### src/rtl/core/tepq_pkg.sv
// Package for the timed event priority queue.
// Entry and ordering-key types, status and action codes, size defaults.
// No dependencies.
package tepq_pkg;

    localparam int DEFAULT_QUEUE_DEPTH = 16;

    localparam int TIME_W    = 48;
    localparam int KEY_W     = 8;
    localparam int ORD_W     = 5;   // phase and domain, upper bits of the key
    localparam int SEQ_W     = 32;
    localparam int PAYLOAD_W = 32;
    localparam int COUNT_W   = 5;

    localparam logic [1:0] ST_OK    = 2'd0;
    localparam logic [1:0] ST_PAST  = 2'd1;
    localparam logic [1:0] ST_FULL  = 2'd2;
    localparam logic [1:0] ST_EMPTY = 2'd3;

    localparam logic ACT_SCHEDULE = 1'b0;
    localparam logic ACT_POP      = 1'b1;

    // key = {phase[2:0], domain[1:0], kind[2:0]}
    typedef struct packed {
        logic [TIME_W-1:0]    tstamp;
        logic [KEY_W-1:0]     key;
        logic [SEQ_W-1:0]     seq;
        logic [PAYLOAD_W-1:0] payload;
    } t_entry;

    typedef struct packed {
        logic [TIME_W-1:0] tstamp;
        logic [ORD_W-1:0]  pd;
        logic [SEQ_W-1:0]  seq;
    } t_ord;

endpackage

### src/rtl/core/tepq_cmp.sv
// Shared ordering comparator: time, then phase/domain, then sequence.
// Depends on tepq_pkg.
module tepq_cmp
    import tepq_pkg::*;
(
    input  t_ord i_a,
    input  t_ord i_b,
    output logic o_lt
);

    always_comb begin
        if (i_a.tstamp != i_b.tstamp) begin
            o_lt = (i_a.tstamp < i_b.tstamp);
        end else if (i_a.pd != i_b.pd) begin
            o_lt = (i_a.pd < i_b.pd);
        end else begin
            o_lt = (i_a.seq < i_b.seq);
        end
    end

endmodule

### src/rtl/core/tepq_store.sv
// Slot memory: one write port, one read port with registered read data.
// Depends on tepq_pkg.
module tepq_store
    import tepq_pkg::*;
#(
    parameter int QUEUE_DEPTH = DEFAULT_QUEUE_DEPTH,
    localparam int PTR_W = (QUEUE_DEPTH > 1) ? $clog2(QUEUE_DEPTH) : 1
) (
    input  logic             i_clk,
    input  logic             i_we,
    input  logic [PTR_W-1:0] i_waddr,
    input  t_entry           i_wdata,
    input  logic [PTR_W-1:0] i_raddr,
    output t_entry           o_rdata
);

    t_entry r_mem [QUEUE_DEPTH];

    always_ff @(posedge i_clk) begin
        if (i_we) begin
            r_mem[i_waddr] <= i_wdata;
        end
    end

    always_ff @(posedge i_clk) begin
        o_rdata <= r_mem[i_raddr];
    end

endmodule

### src/rtl/core/timestamped_event_priority_queue_unit.sv
// Top level of the timed event priority queue.
// Depends on tepq_pkg, tepq_cmp and tepq_store.
//
// Holds up to QUEUE_DEPTH pending events sorted by time, then phase, then
// domain, then a sequence number handed out at scheduling. A transaction is
// taken when start is high and busy is low; each one produces exactly one
// result, shown for one cycle with o_valid high. The receiver cannot stall:
// the result must be captured in the cycle o_valid is high. Slots live in a
// circular buffer, so a pop only reads the head entry; a schedule walks from
// the tail toward the head with one shared comparator, moving each later
// entry up by one slot per cycle (one memory read and one write per cycle).
// A pop passes through S_POP; a rejected schedule or a schedule into an
// empty queue ends in S_CHECK; a schedule that compares against m pending
// entries then takes one S_WALK step per entry, plus S_PLACE if the event
// lands at the head. busy drops in the result cycle, so the next transaction
// can be taken in that same cycle. Popped fields read zero when
// o_popped_valid is low. No memory clearing pass is needed after reset:
// only occupied slots are ever read.
module timestamped_event_priority_queue_unit
    import tepq_pkg::*;
#(
    parameter int QUEUE_DEPTH = DEFAULT_QUEUE_DEPTH
) (
    input  logic                 i_clk,
    input  logic                 i_rst_n,
    input  logic                 start,
    output logic                 busy,
    input  logic                 i_action,
    input  logic [TIME_W-1:0]    i_event_time,
    input  logic [2:0]           i_event_phase,
    input  logic [1:0]           i_event_domain,
    input  logic [2:0]           i_event_kind,
    input  logic [PAYLOAD_W-1:0] i_event_payload,
    output logic                 o_valid,
    output logic [1:0]           o_status,
    output logic                 o_popped_valid,
    output logic [TIME_W-1:0]    o_popped_time,
    output logic [2:0]           o_popped_phase,
    output logic [1:0]           o_popped_domain,
    output logic [2:0]           o_popped_kind,
    output logic [PAYLOAD_W-1:0] o_popped_payload,
    output logic [SEQ_W-1:0]     o_popped_sequence,
    output logic [COUNT_W-1:0]   o_pending_count,
    output logic [TIME_W-1:0]    o_current_time
);

    localparam int PTR_W = (QUEUE_DEPTH > 1) ? $clog2(QUEUE_DEPTH) : 1;
    localparam int CNT_W = $clog2(QUEUE_DEPTH + 1);

    // sequencer states
    localparam logic [2:0] S_IDLE  = 3'd0;
    localparam logic [2:0] S_CHECK = 3'd1;  // past / full check
    localparam logic [2:0] S_WALK  = 3'd2;  // compare and shift one entry
    localparam logic [2:0] S_PLACE = 3'd3;  // new event goes to the head
    localparam logic [2:0] S_POP   = 3'd4;

    logic [2:0]        r_state, n_state;
    t_entry            r_new, n_new;          // event being scheduled
    logic [PTR_W-1:0]  r_j, n_j;              // logical slot under compare
    logic [PTR_W-1:0]  r_head, n_head;
    logic [CNT_W-1:0]  r_cnt, n_cnt;
    logic [TIME_W-1:0] r_now_time, n_now_time;
    logic [ORD_W-1:0]  r_now_pd, n_now_pd;
    logic [SEQ_W-1:0]  r_seq, n_seq;

    // result registers
    logic                 r_valid, n_valid;
    logic [1:0]           r_status, n_status;
    logic                 r_pvalid, n_pvalid;
    t_entry               r_pop, n_pop;
    logic [CNT_W-1:0]     r_pend, n_pend;
    logic [TIME_W-1:0]    r_cur, n_cur;

    // memory and comparator hookup
    logic             w_we;
    logic [PTR_W-1:0] w_wlog, w_rlog;      // logical offsets from head
    logic [PTR_W-1:0] w_waddr, w_raddr;
    t_entry           w_wdata, w_rdata;
    t_ord             w_cmp_a, w_cmp_b;
    logic             w_lt;
    logic [PTR_W:0]   w_wsum, w_rsum, w_hsum;
    logic [CNT_W-1:0] w_cnt_m1;
    logic [PTR_W-1:0] w_head_p1;

    tepq_store #(
        .QUEUE_DEPTH (QUEUE_DEPTH)
    ) u_store (
        .i_clk   (i_clk),
        .i_we    (w_we),
        .i_waddr (w_waddr),
        .i_wdata (w_wdata),
        .i_raddr (w_raddr),
        .o_rdata (w_rdata)
    );

    tepq_cmp u_cmp (
        .i_a  (w_cmp_a),
        .i_b  (w_cmp_b),
        .o_lt (w_lt)
    );

    // logical offset to physical slot, modulo the depth
    always_comb begin
        w_wsum = {1'b0, r_head} + {1'b0, w_wlog};
        w_rsum = {1'b0, r_head} + {1'b0, w_rlog};
        w_hsum = {1'b0, r_head} + (PTR_W+1)'(1);
        if (w_wsum >= (PTR_W+1)'(QUEUE_DEPTH)) begin
            w_wsum = w_wsum - (PTR_W+1)'(QUEUE_DEPTH);
        end
        if (w_rsum >= (PTR_W+1)'(QUEUE_DEPTH)) begin
            w_rsum = w_rsum - (PTR_W+1)'(QUEUE_DEPTH);
        end
        if (w_hsum >= (PTR_W+1)'(QUEUE_DEPTH)) begin
            w_hsum = w_hsum - (PTR_W+1)'(QUEUE_DEPTH);
        end
    end

    assign w_waddr   = w_wsum[PTR_W-1:0];
    assign w_raddr   = w_rsum[PTR_W-1:0];
    assign w_head_p1 = w_hsum[PTR_W-1:0];
    assign w_cnt_m1  = r_cnt - CNT_W'(1);

    // comparator operands: against "now" for the past check, else against
    // the entry just read during the walk
    always_comb begin
        w_cmp_a.tstamp = r_new.tstamp;
        w_cmp_a.pd     = r_new.key[KEY_W-1:KEY_W-ORD_W];
        if (r_state == S_CHECK) begin
            w_cmp_a.seq    = '0;
            w_cmp_b.tstamp = r_now_time;
            w_cmp_b.pd     = r_now_pd;
            w_cmp_b.seq    = '0;
        end else begin
            w_cmp_a.seq    = r_new.seq;
            w_cmp_b.tstamp = w_rdata.tstamp;
            w_cmp_b.pd     = w_rdata.key[KEY_W-1:KEY_W-ORD_W];
            w_cmp_b.seq    = w_rdata.seq;
        end
    end

    // sequencer
    always_comb begin
        n_state    = r_state;
        n_new      = r_new;
        n_j        = r_j;
        n_head     = r_head;
        n_cnt      = r_cnt;
        n_now_time = r_now_time;
        n_now_pd   = r_now_pd;
        n_seq      = r_seq;
        n_valid    = 1'b0;
        n_status   = r_status;
        n_pvalid   = r_pvalid;
        n_pop      = r_pop;
        n_pend     = r_pend;
        n_cur      = r_cur;
        w_we       = 1'b0;
        w_wlog     = r_j + PTR_W'(1);
        w_wdata    = r_new;
        w_rlog     = '0;

        unique case (r_state)
            S_IDLE: begin
                // read address parked on the head so a pop finds it ready
                if (start) begin
                    n_new.tstamp  = i_event_time;
                    n_new.key     = {i_event_phase, i_event_domain, i_event_kind};
                    n_new.seq     = r_seq;
                    n_new.payload = i_event_payload;
                    n_state = (i_action == ACT_POP) ? S_POP : S_CHECK;
                end
            end
            S_CHECK: begin
                if (w_lt) begin
                    n_state  = S_IDLE;
                    n_valid  = 1'b1;
                    n_status = ST_PAST;
                    n_pvalid = 1'b0;
                    n_pop    = '0;
                    n_pend   = r_cnt;
                    n_cur    = r_now_time;
                end else if (r_cnt == CNT_W'(QUEUE_DEPTH)) begin
                    n_state  = S_IDLE;
                    n_valid  = 1'b1;
                    n_status = ST_FULL;
                    n_pvalid = 1'b0;
                    n_pop    = '0;
                    n_pend   = r_cnt;
                    n_cur    = r_now_time;
                end else if (r_cnt == '0) begin
                    w_we     = 1'b1;
                    w_wlog   = '0;
                    n_seq    = r_seq + SEQ_W'(1);
                    n_cnt    = r_cnt + CNT_W'(1);
                    n_state  = S_IDLE;
                    n_valid  = 1'b1;
                    n_status = ST_OK;
                    n_pvalid = 1'b0;
                    n_pop    = '0;
                    n_pend   = r_cnt + CNT_W'(1);
                    n_cur    = r_now_time;
                end else begin
                    w_rlog  = w_cnt_m1[PTR_W-1:0];
                    n_j     = w_cnt_m1[PTR_W-1:0];
                    n_seq   = r_seq + SEQ_W'(1);
                    n_state = S_WALK;
                end
            end
            S_WALK: begin
                w_we = 1'b1;
                if (w_lt) begin
                    // new event orders first: move this entry up one slot
                    w_wdata = w_rdata;
                    if (r_j == '0) begin
                        n_state = S_PLACE;
                    end else begin
                        w_rlog = r_j - PTR_W'(1);
                        n_j    = r_j - PTR_W'(1);
                    end
                end else begin
                    n_cnt    = r_cnt + CNT_W'(1);
                    n_state  = S_IDLE;
                    n_valid  = 1'b1;
                    n_status = ST_OK;
                    n_pvalid = 1'b0;
                    n_pop    = '0;
                    n_pend   = r_cnt + CNT_W'(1);
                    n_cur    = r_now_time;
                end
            end
            S_PLACE: begin
                w_we     = 1'b1;
                w_wlog   = r_j;
                n_cnt    = r_cnt + CNT_W'(1);
                n_state  = S_IDLE;
                n_valid  = 1'b1;
                n_status = ST_OK;
                n_pvalid = 1'b0;
                n_pop    = '0;
                n_pend   = r_cnt + CNT_W'(1);
                n_cur    = r_now_time;
            end
            S_POP: begin
                n_state = S_IDLE;
                n_valid = 1'b1;
                if (r_cnt == '0) begin
                    n_status = ST_EMPTY;
                    n_pvalid = 1'b0;
                    n_pop    = '0;
                    n_pend   = r_cnt;
                    n_cur    = r_now_time;
                end else begin
                    n_status   = ST_OK;
                    n_pvalid   = 1'b1;
                    n_pop      = w_rdata;
                    n_head     = w_head_p1;
                    n_cnt      = w_cnt_m1;
                    n_now_time = w_rdata.tstamp;
                    n_now_pd   = w_rdata.key[KEY_W-1:KEY_W-ORD_W];
                    n_pend     = w_cnt_m1;
                    n_cur      = w_rdata.tstamp;
                end
            end
            default: begin
                n_state = S_IDLE;
            end
        endcase
    end

    // control state
    always_ff @(posedge i_clk) begin
        if (!i_rst_n) begin
            r_state    <= S_IDLE;
            r_head     <= '0;
            r_cnt      <= '0;
            r_now_time <= '0;
            r_now_pd   <= '0;
            r_seq      <= '0;
            r_valid    <= 1'b0;
        end else begin
            r_state    <= n_state;
            r_head     <= n_head;
            r_cnt      <= n_cnt;
            r_now_time <= n_now_time;
            r_now_pd   <= n_now_pd;
            r_seq      <= n_seq;
            r_valid    <= n_valid;
        end
    end

    // payload and result data
    always_ff @(posedge i_clk) begin
        r_new    <= n_new;
        r_j      <= n_j;
        r_status <= n_status;
        r_pvalid <= n_pvalid;
        r_pop    <= n_pop;
        r_pend   <= n_pend;
        r_cur    <= n_cur;
    end

    logic [CNT_W+COUNT_W-1:0] w_pend_ext;
    assign w_pend_ext = {{COUNT_W{1'b0}}, r_pend};

    assign busy              = (r_state != S_IDLE);
    assign o_valid           = r_valid;
    assign o_status          = r_status;
    assign o_popped_valid    = r_pvalid;
    assign o_popped_time     = r_pop.tstamp;
    assign o_popped_phase    = r_pop.key[7:5];
    assign o_popped_domain   = r_pop.key[4:3];
    assign o_popped_kind     = r_pop.key[2:0];
    assign o_popped_payload  = r_pop.payload;
    assign o_popped_sequence = r_pop.seq;
    assign o_pending_count   = w_pend_ext[COUNT_W-1:0];
    assign o_current_time    = r_cur;

    // a taken transaction keeps the sequencer busy in the following cycle
    a_start_busy: assert property (@(posedge i_clk) disable iff (!i_rst_n)
        (start && !busy) |=> busy)
        else $error("sequencer did not leave idle after a transaction");

    // result cycle coincides with the sequencer back in idle
    a_result_idle: assert property (@(posedge i_clk) disable iff (!i_rst_n)
        o_valid |-> !busy)
        else $error("result shown while sequencer busy");

    // occupancy moves by at most one per cycle and never passes the depth
    a_count_step: assert property (@(posedge i_clk) disable iff (!i_rst_n)
        i_rst_n |=> ((r_cnt == $past(r_cnt) || r_cnt == $past(r_cnt) + CNT_W'(1) ||
                      r_cnt == $past(r_cnt) - CNT_W'(1)) &&
                     r_cnt <= CNT_W'(QUEUE_DEPTH)))
        else $error("occupancy count jumped or overflowed");

endmodule
### config.mk
export PLATFORM = sky130hd
export DESIGN_NAME = timestamped_event_priority_queue_unit
export DESIGN_NICKNAME = d
export VERILOG_FILES = /design/src/rtl/core/tepq_pkg.sv /design/src/rtl/core/tepq_cmp.sv /design/src/rtl/core/tepq_store.sv /design/src/rtl/core/timestamped_event_priority_queue_unit.sv
export SDC_FILE = /design/constraint.sdc
export NUM_CORES = 2
export LEC_CHECK = 0
export BUFFER_PORTS_ARGS = -buffer_cell sky130_fd_sc_hd__buf_2
export CORE_ASPECT_RATIO = 1.2
export CORE_MARGIN = 2
export CORE_UTILIZATION = 35
export DETAILED_ROUTE_END_ITERATION = 8
export PLACE_DENSITY = 0.6
export SYNTH_ARGS = -nofsm -noshare
export SYNTH_HDL_FRONTEND = slang
export SYNTH_SLANG_ARGS = --single-unit
### constraint.sdc
create_clock -name i_clk -period 36.6 [get_ports i_clk]
set_input_delay 1.83 -clock i_clk [delete_from_list [all_inputs] [get_ports i_clk]]
set_output_delay 1.83 -clock i_clk [all_outputs]
set_load 0.02 [all_outputs]
==> results.py <==
metrics = {
    "status": {
        "outcome": "finished clean",
    },
    "sta": {
        "rsz0062_at_grt": "false",
        "finalHoldViolCount": 0,
        "timing.slew.headroom_pct": 25.5,
        "setup-violations-final": 0,
        "worst_pin_slew_ps": 1120,
        "period_share_pct": 28.4,
        "final_critical_path_setup_slack_ps": 26210,
        "maxClockFrequency_mhz": 96.2,
        "setup_tns_ps": 0,
        "drv_slew": 0,
        "skew_ps": 84.6,
        "min_period_ps": 10390,
    },
    "synth": {
        "edff_count_synth": 2220,
        "async_reset_ff_share_pct": 0,
        "synth_seq_cells": 2438,
        "synthesis.area_per_instance_um2": 20.8,
        "synth.yosys.seq_area_share_pct": 75.5,
        "post_synth_inst_count": 4516,
        "synth.yosys.warnings": 0,
        "synth_area_um2": 94000,
        "syn_nets": 4709,
        "synth_top_flop_cell": "edfxtp_1",
        "yosysUniqueCellTypes": 67,
    },
    "final_layout": {
        "layout_commonest_cell": "edfxtp_1",
        "final_net_count": 5088,
        "area_growth_pct": 14.4,
        "drive_gt1_share_pct": 26.5,
        "layout_common_cells": "edfxtp_1 (2220), mux4_2 (480), mux2i_1 (413)",
    },
    "clock_network": {
        "cts.hold.buffers_added": 0,
        "bufs_on_longest_clock_path": 4,
        "number_of_clock_sinks": 2438,
        "ctsRootBufferMaster": "clkbuf_16",
        "tritoncts": "yes",
        "tritoncts.num_buffers": 235,
        "clock_latency_ps": 900,
        "clk_pin_slew_ps": 70,
        "htree_num_levels": 4,
        "cts_post_setup_buffers_inserted": 0,
        "post_cts_resized": 0,
    },
    "critical_path": {
        "worstReg2RegStart": "r_state[2]",
        "critical_path.startpoint_type": "flip-flop",
        "capture_instance_of_the_worst_register_to_register_path": "u_store.o_rdata[19]",
        "cp_slowest_cell": "buf_4",
        "cp_cell_instances": "or3b_4 > buf_4 > nand2_1 > ha_1 > a21oi_1 > nand2_1 > a2111oi_0 > o211ai_1 > a221oi_2 > or2_1 > nand3_1 > o22ai_1 > ha_4 > buf_4 > buf_4 > buf_4 > buf_4 > mux4_2 > mux2i_1 > mux2i_1",
        "r2r_cells": 20,
        "max_stage_delay_ps": 850,
        "timing.critical_path.mode_cell": "buf_4",
        "worst_setup_path_end_kind": "flip-flop",
        "timing.critical_path.required_ps": 37320,
        "cp.arrival_ps": 11110,
        "setup.reg_to_reg.worst_slack_ps": 26210,
        "type_of_the_setup_path_with_the_least_slack": "reg2reg",
        "critical_path_peak_fanout": 71,
    },
    "place": {
        "dp_worst_slack_ps": 25910,
        "dpl.hpwl_mm": 130,
        "place.gp.congestion": 0.787,
        "portBuffers": 269,
    },
    "drt": {
        "route.detailed.vias_per_inst": 5.23,
        "detailroute.via_count": 45300,
        "routed_wire_length_per_instance_um": 27.5,
        "totalWireLength_mm": 238,
        "initialDrtViolationCount": 4078,
        "ant_nets": 0,
        "drt_pass1_iterations": 7,
        "remaining_drc_errors": 0,
    },
    "floorplanning": {
        "die_width_um": 477,
        "floorplan.die_area_um2": 273000,
        "initial_core_util_pct": 35.1,
        "pin_count": 270,
        "cell_rows": 208,
        "die_height_um": 572,
        "core_region_area_um2": 268000,
    },
    "min_path": {
        "min_delay_worst_endpoint": "r_new[49]",
        "timing.hold.worst.start": "r_seq[17]",
        "worstHoldPathType": "reg2reg",
        "worst_hold_path.num_cells": 0,
    },
    "job": {
        "cap_viol_max_count": 0,
    },
    "global_routing": {
        "grt_start_max_net_pins": 104,
        "number_of_antenna_violations_at_the_first_check_in_global_routing": 16,
        "gr-total-overflow": 0,
        "global_route_wire_length_before_repair_mm": 340,
        "first_global_vias": 46700,
        "grt_use_total_pct": 17.1,
    },
    "power_and_ir_drop": {
        "power.static_leakage_nw": 36.9,
        "ir_drop_uv": 39.7,
        "p_per_area_nw_per_um2": 53.3,
    },
}
==> per-stage QoR <==
stage / util [%] / std cells / instance area [µm²] / power (mW) / hold slack [ps]
after CTS: 40.2 / 8659 / 108000 / 5.78 / 446
after global routing: 40.2 / 8664 / 108000 / 5.90 / 452
after global placement: 37.3 / 8228 / 99800 / 3.34 / 440
final: 40.2 / 8666 / 108000 / 5.73 / 439
after floorplan: - / 4516 / 94000 / 3.27 / 408
after detailed placement: 37.3 / 8228 / 99800 / 3.34 / 439
==> worst max-delay path, delay by kind of cell, from the launching register on <==
| family | cells | cell delay [ps] |
|---|---|---|
| adders and majority gates | 2 | 1030 |
| buffers and inverters | 5 | 3800 |
| DFF | 1 | 530 |
| and+or+nand+nor | 5 | 1780 |
| muxes | 3 | 870 |
| AOI/OAI and AO/OA | 5 | 2000 |
==> registers in the layout, indices dropped and copies added, names as in the netlist <==
name and cells:
o_popped_phase 3, r_head 4, r_new 120, o_popped_payload 32
u_store.r_mem 1920, o_popped_domain 2, o_current_time 48, o_valid 1
r_now_pd 5, r_cnt 5, o_popped_sequence 32, u_store.o_rdata 120
r_state 3, r_j 4, r_seq 32, o_popped_kind 3
o_popped_valid 1, o_popped_time 48, r_now_time 48, o_pending_count 5
o_status 2
==> metal layers <==
layer  track usage (%)  share of wire (%)  vias to the layer above
li1                  -                  -                    19200
met1              22.7                 42                    24300
met2              28.3                 49                     1322
met3              2.30                4.9                      400
met4              7.02                4.0                        0
met5                 0                  0                        -
==> worst max path at each step <==
stage          startpoint                   to  slack [ps]
6_report       r_state[2]  u_store.o_rdata[19]       26210
5_1_grt        r_state[2]  u_store.o_rdata[19]       25270
4_1_cts        r_state[2]  u_store.o_rdata[19]       25890
3_5_place_dp   r_state[2]  u_store.o_rdata[19]       25910
3_3_place_gp   r_state[2]  u_store.o_rdata[19]       26150
2_1_floorplan  r_state[2]              o_valid       19690
==> cell type report <==
type                       count  area (µm²)
fill                       23800      160000
sequential                  2438       71000
multi-input combinational   1829       22100
clock buffer                 333        6540
tap                         3570        4470
timing repair buffer         369        2110
clock inverter                98        1190
inverter                      22        85.1
antenna                        7        17.5
==> where the power goes <==
group | internal [mW] | switching (mW) | total [mW] | leakage (nW)
clock | 1.40 | 1.05 | 2.45 | 3.75
combinational | 0.0604 | 0.129 | 0.189 | 11.2
sequential | 3.07 | 0.0231 | 3.09 | 22.0
total | 4.53 | 1.20 | 5.73 | 36.9
==> Yosys cell counts (15+ instances only) <==
master	number	share of area, %
and3_1	136	0.90
nor2_1	28	0.11
mux2i_1	413	4.4
clkbuf_1	154	0.61
dfxtp_1	218	4.6
o21ai_0	21	0.11
inv_1	22	0.088
a21oi_1	42	0.22
nor3_1	29	0.15
nand2_1	86	0.34
nand4_1	27	0.18
and2_1	122	0.81
buf_1	45	0.18
buf_2	17	0.090
mux4_2	480	11
xnor2_1	32	0.30
nand3_1	24	0.13
mux2_2	122	1.5
edfxtp_1	2220	71
ha_1	99	1.3
xor2_1	15	0.14
a21o_1	59	0.47
==> cell families (layout without fill, tap and decap cells) <==
group / Yosys count / in the layout / share of synthesized area [%]
muxes: 1016 / 1016 / 17.4
xor gates and xnor gates: 48 / 48 / 0.455
and+or+nand+nor: 485 / 485 / 2.88
other: 0 / 7 / 0
buffers and inverters: 249 / 822 / 1.10
adders and majority gates: 101 / 101 / 1.36
DFF: 2438 / 2438 / 75.5
AOI/OAI and AO/OA: 179 / 179 / 1.30
(Power assumes the default switching activity.)
